File: config.mk
export PLATFORM = sky130hd
export DESIGN_NAME = dcfir_mac
export DESIGN_NICKNAME = d
export VERILOG_FILES = /design/src/rtl/dcfir_pkg.sv /design/src/rtl/dcfir_mac.sv
export SDC_FILE = /design/constraint.sdc
export NUM_CORES = 1
export LEC_CHECK = 0
export BUFFER_PORTS_ARGS = -buffer_cell sky130_fd_sc_hd__buf_2
export CORE_MARGIN = 2
export CORE_UTILIZATION = 35
export DETAILED_ROUTE_END_ITERATION = 10
export GPL_ROUTABILITY_DRIVEN = 0
export GPL_TIMING_DRIVEN = 0
export HOLD_SLACK_MARGIN = 0.12
export PLACE_DENSITY = 0.52
export SLEW_MARGIN = 10
export SYNTH_ARGS = -nofsm -noshare
export SYNTH_HDL_FRONTEND = slang
export SYNTH_SLANG_ARGS = --single-unit
File: constraint.sdc
create_clock -name i_clk -period 20.3 [get_ports i_clk]
set_input_delay 2.03 -clock i_clk [delete_from_list [all_inputs] [get_ports i_clk]]
set_output_delay 2.03 -clock i_clk [all_outputs]
set_load 0.03 [all_outputs]
File: src/rtl/dcfir_pkg.sv
`timescale 1ns / 1ps
`default_nettype none
// ----------------------------------------------------------------------------
// dcfir_pkg
// Shared types and constants for the two-channel I/Q FIR filter: sequencer
// states, operation codes and the control bundle of the channel MAC.
// ----------------------------------------------------------------------------
package dcfir_pkg;

    // fixed field widths
    localparam int TAP_COUNT_W  = 7;
    localparam int COEF_INDEX_W = 6;

    // tap count after reset
    localparam logic [TAP_COUNT_W-1:0] TAP_COUNT_RESET = 7'd64;

    // operation codes of an input beat
    localparam logic OP_FILTER = 1'b0;
    localparam logic OP_LOAD   = 1'b1;

    // sequencer states
    typedef enum logic [2:0] {
        S_CLEAR,
        S_IDLE,
        S_RUN,
        S_DRAIN,
        S_ROUND,
        S_DONE
    } t_state;

    // control of one channel multiply-accumulate unit
    typedef struct packed {
        logic clear;
        logic mul_en;
        logic acc_en;
        logic round_en;
    } t_mac_ctrl;

endpackage
`default_nettype wire

File: src/rtl/dcfir_mac.sv
`timescale 1ns / 1ps
`default_nettype none
// ----------------------------------------------------------------------------
// dcfir_mac
// One channel multiply-accumulate unit: registered product, saturating
// accumulator with the rounding offset fed through the same adder, and a
// shift plus clamp back to sample width.
// ----------------------------------------------------------------------------
module dcfir_mac #(
    parameter int SAMPLE_BITS = 16,
    parameter int COEF_BITS   = 16,
    parameter int ACC_BITS    = 38
) (
    input  wire                              i_clk,
    input  wire dcfir_pkg::t_mac_ctrl        i_ctrl,
    input  wire logic signed [SAMPLE_BITS-1:0] i_sample,
    input  wire logic signed [COEF_BITS-1:0]   i_coef,
    output logic signed [SAMPLE_BITS-1:0]      o_result
);

    localparam int PW = SAMPLE_BITS + COEF_BITS;
    localparam int SH = COEF_BITS - 1;

    localparam logic signed [ACC_BITS-1:0] ACC_MAX  = {1'b0, {(ACC_BITS-1){1'b1}}};
    localparam logic signed [ACC_BITS-1:0] ACC_MIN  = ~ACC_MAX;
    localparam logic signed [ACC_BITS-1:0] HALF     =
        {{(ACC_BITS-1){1'b0}}, 1'b1} << (SH - 1);
    localparam logic signed [ACC_BITS-1:0] OUT_MAX  =
        ACC_BITS'({1'b0, {(SAMPLE_BITS-1){1'b1}}});
    localparam logic signed [ACC_BITS-1:0] OUT_MIN  = ~OUT_MAX;

    logic signed [PW-1:0]       r_prod;
    logic signed [ACC_BITS-1:0] r_acc;
    logic signed [ACC_BITS-1:0] n_acc;
    logic signed [ACC_BITS-1:0] addend;
    logic signed [ACC_BITS:0]   sum_wide;
    logic signed [ACC_BITS-1:0] sum_sat;
    logic signed [ACC_BITS-1:0] shifted;

    // shared adder: product or rounding offset, saturated at the acc limits
    always_comb begin
        addend   = i_ctrl.round_en ? HALF : ACC_BITS'(r_prod);
        sum_wide = (ACC_BITS+1)'(r_acc) + (ACC_BITS+1)'(addend);
        if (sum_wide[ACC_BITS] != sum_wide[ACC_BITS-1]) begin
            sum_sat = sum_wide[ACC_BITS] ? ACC_MIN : ACC_MAX;
        end else begin
            sum_sat = sum_wide[ACC_BITS-1:0];
        end
        if (i_ctrl.clear) begin
            n_acc = '0;
        end else if (i_ctrl.acc_en || i_ctrl.round_en) begin
            n_acc = sum_sat;
        end else begin
            n_acc = r_acc;
        end
    end

    // product and accumulator registers
    always_ff @(posedge i_clk) begin
        if (i_ctrl.mul_en) begin
            r_prod <= i_sample * i_coef;
        end
        r_acc <= n_acc;
    end

    // floor shift back to Q1.15 and clamp to sample range
    always_comb begin
        shifted = r_acc >>> SH;
        if (shifted > OUT_MAX) begin
            o_result = OUT_MAX[SAMPLE_BITS-1:0];
        end else if (shifted < OUT_MIN) begin
            o_result = OUT_MIN[SAMPLE_BITS-1:0];
        end else begin
            o_result = shifted[SAMPLE_BITS-1:0];
        end
    end

endmodule
`default_nettype wire

Yosys cells after proc, flatten, opt, wreduce, memory -nomap -nowiden
Cells that the tools add are included.
W data, S select, Z words.
{"block": "classes", "n_addsub": 1, "n_mul": 1, "order_cmp": 2, "eq_ne": 1, "n_mux": 5, "n_reduce_logical": 1}
{"cell": "$mux W38", "n": 3}
{"cell": "$add A38 B38 Y39", "n": 1}
{"cell": "$mul A16 B16 Y32", "n": 1}
{"cell": "$mux W16", "n": 2}
{"cell": "$gt A23 B16 Y1 const B", "n": 1}
{"cell": "$lt A23 B16 Y1 const B", "n": 1}
{"cell": "$logic_or A1 B1 Y1", "n": 1}
{"cell": "$ne A1 B1 Y1", "n": 1}
{"block": "totals", "regBits": 70, "input_bits": 37, "out_inout_bits": 16, "word_cells": 13}

Longest topological paths before layout
{"block": "depth", "word_depth": 4, "ltp_mapped": 25, "depth_no_buf": 24}

Worst setup path before layout
OpenSTA, ideal clock, no wires.
{"block": "synth_path", "kind": "input port to flip-flop", "from": "input i_sample[7]", "to": "register r_prod[30] (data pin)", "setup_time_ns": 0.270, "t_arrival_ns": 7.791, "required_ns": 20.030, "setup_slack_ns": 12.239, "cell_stages": 24, "n_path_buf": 1, "cell_sequence": "clkbuf_1 nand2_1 fa_1 inv_1 fa_1 inv_1 fa_1 inv_1 fa_1 fa_1 inv_1 fa_1 inv_1 ha_1 and4_1 and3_1 nand3_1 o21ai_1 a22oi_1 a2111oi_0 o21a_1 o21bai_1 a311oi_1 xor2_1"}
{"block": "synth_via", "elab_chain_len": 1}
{"item": "start: declaration", "line_no": "dcfir_mac.sv:16", "rtl": "input wire logic signed [SAMPLE_BITS-1:0] i_sample,"}
{"item": "$mul A16 B16 Y32", "line_no": "dcfir_mac.sv:61", "rtl": "r_prod <= i_sample * i_coef;"}
{"item": "end signal: assignment", "line_no": "dcfir_mac.sv:61"}
{"item": "end: declaration", "line_no": "dcfir_mac.sv:32", "rtl": "logic signed [PW-1:0] r_prod;"}
No other way between the ends.
A chain may end at the register's enable or synchronous reset.

Final worst setup path
{"block": "layout_path", "from": "input i_sample[10]", "to": "register r_prod[30] (data pin)"}
The elaborated chain is that of the path after synthesis.

==> metrics.txt <==
I/O pin cnt 53; ant diodes 0; status finished clean; adder-cell share of the synthesized area 0.466; vias in the first global route 11,200; Post-Synth Simple-Gate Area 0.161; Die W 208 um; Clock Sinks 70; Rel. slew slack 0.478; final hold vios 0; CP Capture Type flop; worst min path class flop to flop; pin count of the biggest net entering global routing 33; Core Region 0.0408 mm^2; Overall Global Routing Usage 0.173; Area contributors post-synth fa_1, ha_1, inv_1; RSZ-0062 raised after global routing no; Synthesis Warnings 0; average size of a mapped cell 8.96 um^2; Mapped Cells 1,619; ys async rst share 0; Wirelength per Cell 16.2 um; Post-route DRC 0; WS Path Type input port to flop; Yosys cell types 62; maxcap violations 0; initial core utilization 0.355; most frequent CP cell fa_1; Layout Area Growth over Synthesis 8.41%; Post-Synth XOR/XNOR Area 0.0392; Post-Layout Inst Area 0.0157 mm^2; Post-CTS Resized 0; Synth Register Bits 70; mux contribution to synthesized area 0.00104; Post-Place Cells 2,202; Worst Path Max Fanout 10; CTS tree yes; cell-by-cell trace of the critical path buf_2 -> clkbuf_1 -> nand2_1 -> fa_1 -> fa_1 -> fa_1 -> inv_1 -> fa_1 -> fa_1 -> inv_1 -> fa_1 -> inv_1 -> ha_1 -> and4_1 -> and3_1 -> nand3_1 -> o21ai_1 -> a22oi_1 -> a2111oi_0 -> o21a_1 -> o21bai_1 -> a311oi_1 -> xor2_1; setup TNS 0 ns; CP Buf/Inv Count 5; Die Y 208 um; grt ovf 0; slowest CP cell a2111oi_0; Worst Max-Slew Pin Slew 0.773 ns; Rows 74; ratio of cells with drive above 1 in the final layout 0.0486; clock buffer count from CTS 9; H-tree Lvls 3; clock buffer depth 2; Post-DRT Antenna Nets 0; largest family of logic cells by synthesized area adder cells; Period minus WS final 8.95 ns; Netlist Area Pre-Place 0.0145 mm^2; Post-synth top cells inv_1, fa_1, nand2_1, and2_1, ha_1; initial antenna violation count 0; Final Cycle Share 0.441; Final setup viols 0; post-synthesis sequential area ratio 0.119; fmax 0.112 GHz; Required @ worst endpoint 20.37 ns; DR vias 10,600; global-route wire length before repair 60,100 um; post-synth top area cell fa_1; Worst Path Arrival 9.02 ns; Post-CTS Setup Repair Bufs 0; Largest delay share family, worst path adder cells; post-detail-place hpwl 30,500 um; router iterations before antenna repair 6; via/cell ratio 4.79; Yosys top cell area share 0.363; CTS Root Cell clkbuf_16; PortBufs 51; Post-synth EDFFs 32; clock edge transition at the registers on the reported setup and hold paths 0.06 ns; most frequent cell after synthesis inv_1; DRT Wirelength 35,900 um; Placement Cell Area 0.0154 mm^2; Initial DRC Count 544; non-filler cells, final 2,218; Clock Skew 0.0126 ns; type of origin of the critical path input port; Post-synth top flop dfxtp_1; Synth Area in Compound Gates 0.112; Slew Limit Fails 0; worst stage delay on the critical path 0.66 ns; Post-CTS Hold Buffers 0; worst skew pair latency 0.34 ns; nets 2,101; die area 0.0431 mm^2; syn_nets 2,039
[path summary, 6_finish.rpt]
check                                      startpoint                     end  slack (ns)  cells after the start
worst max register to register    r_prod[0]$_DFFE_PP_  r_acc[19]$_SDFFE_PP0P_       16.23                     15
worst min register to register  r_acc[8]$_SDFFE_PP0P_   r_acc[8]$_SDFFE_PP0P_        0.51                      2
worst max-delay path                     i_sample[10]    r_prod[30]$_DFFE_PP_       11.35                     23
worst min-delay path            r_acc[8]$_SDFFE_PP0P_   r_acc[8]$_SDFFE_PP0P_        0.51                      2
[cells in the final DEF (no fill, tap or decap), types with 9 or more instances in the layout]
master,count
nand2b_1,21
o21ai_0,25
nor3_1,11
nor2b_1,36
buf_2,55
ha_1,120
o21bai_1,10
edfxtp_1,32
fa_1,263
clkbuf_16,9
a21oi_1,55
nor2_1,80
inv_1,335
and2_1,121
xor2_1,18
xnor2_1,47
o21a_1,28
a211oi_1,39
nand3_1,11
clkbuf_1,48
a21o_1,20
nand2_1,173
dfxtp_1,38
o211ai_1,9
[registers in the layout, summed over array words and instances, names as in the netlist]
name / cells
r_acc: 38
r_prod: 32
[through the flow]
stage | utilization | hold WS (ns) | setup slack (ns)
after CTS | 0.385 | 0.507 | 11.36
after floorplan | - | 0.482 | 12.24
after global routing | 0.385 | 0.531 | 10.91
after detailed placement | 0.378 | 0.497 | 11.00
after global placement | 0.378 | 0.489 | 11.11
final | 0.385 | 0.505 | 11.35
[area by class of cell]
type	count	area, um^2
Sequential cell	70	1720
Fill cell	4104	25100
Clock buffer	9	225
Timing Repair Buffer	51	255
Tap cell	532	666
Buffer	54	215
Multi-Input combinational cell	1159	11300
Inverter	336	1260
Clock inverter	7	73.8
[tightest hold or removal path, delay by kind of cell, from the launching register on]
kind	cells	cell delay, ns
flops	1	0.31
simple gates	1	0.10
compound gates	1	0.05
[kinds of logic (layout without fill, tap and decap cells)]
group                      Yosys count  count (layout)
adders and majority gates          383             383
buffers and inverters              390             457
AOI/OAI and AO/OA                  235             235
and+or+nand+nor                    475             475
xor gates and xnor gates            65              65
DFF                                 70              70
muxes                                1               1
[layer usage]
metal  GRT usage  part of all wire  wire [um]  vias up
met2       0.287              0.46      16300      191
met3      0.0247             0.043       1560       23
met1       0.244              0.49      17500     5227
met4      0.0286             0.012        423        0
li1            -                 -          -     5180
met5           0                 0          0        -
Power is left out: the tool's default activity adds up to more than one toggle a clock period on the data nets, which glitch-free logic cannot reach.
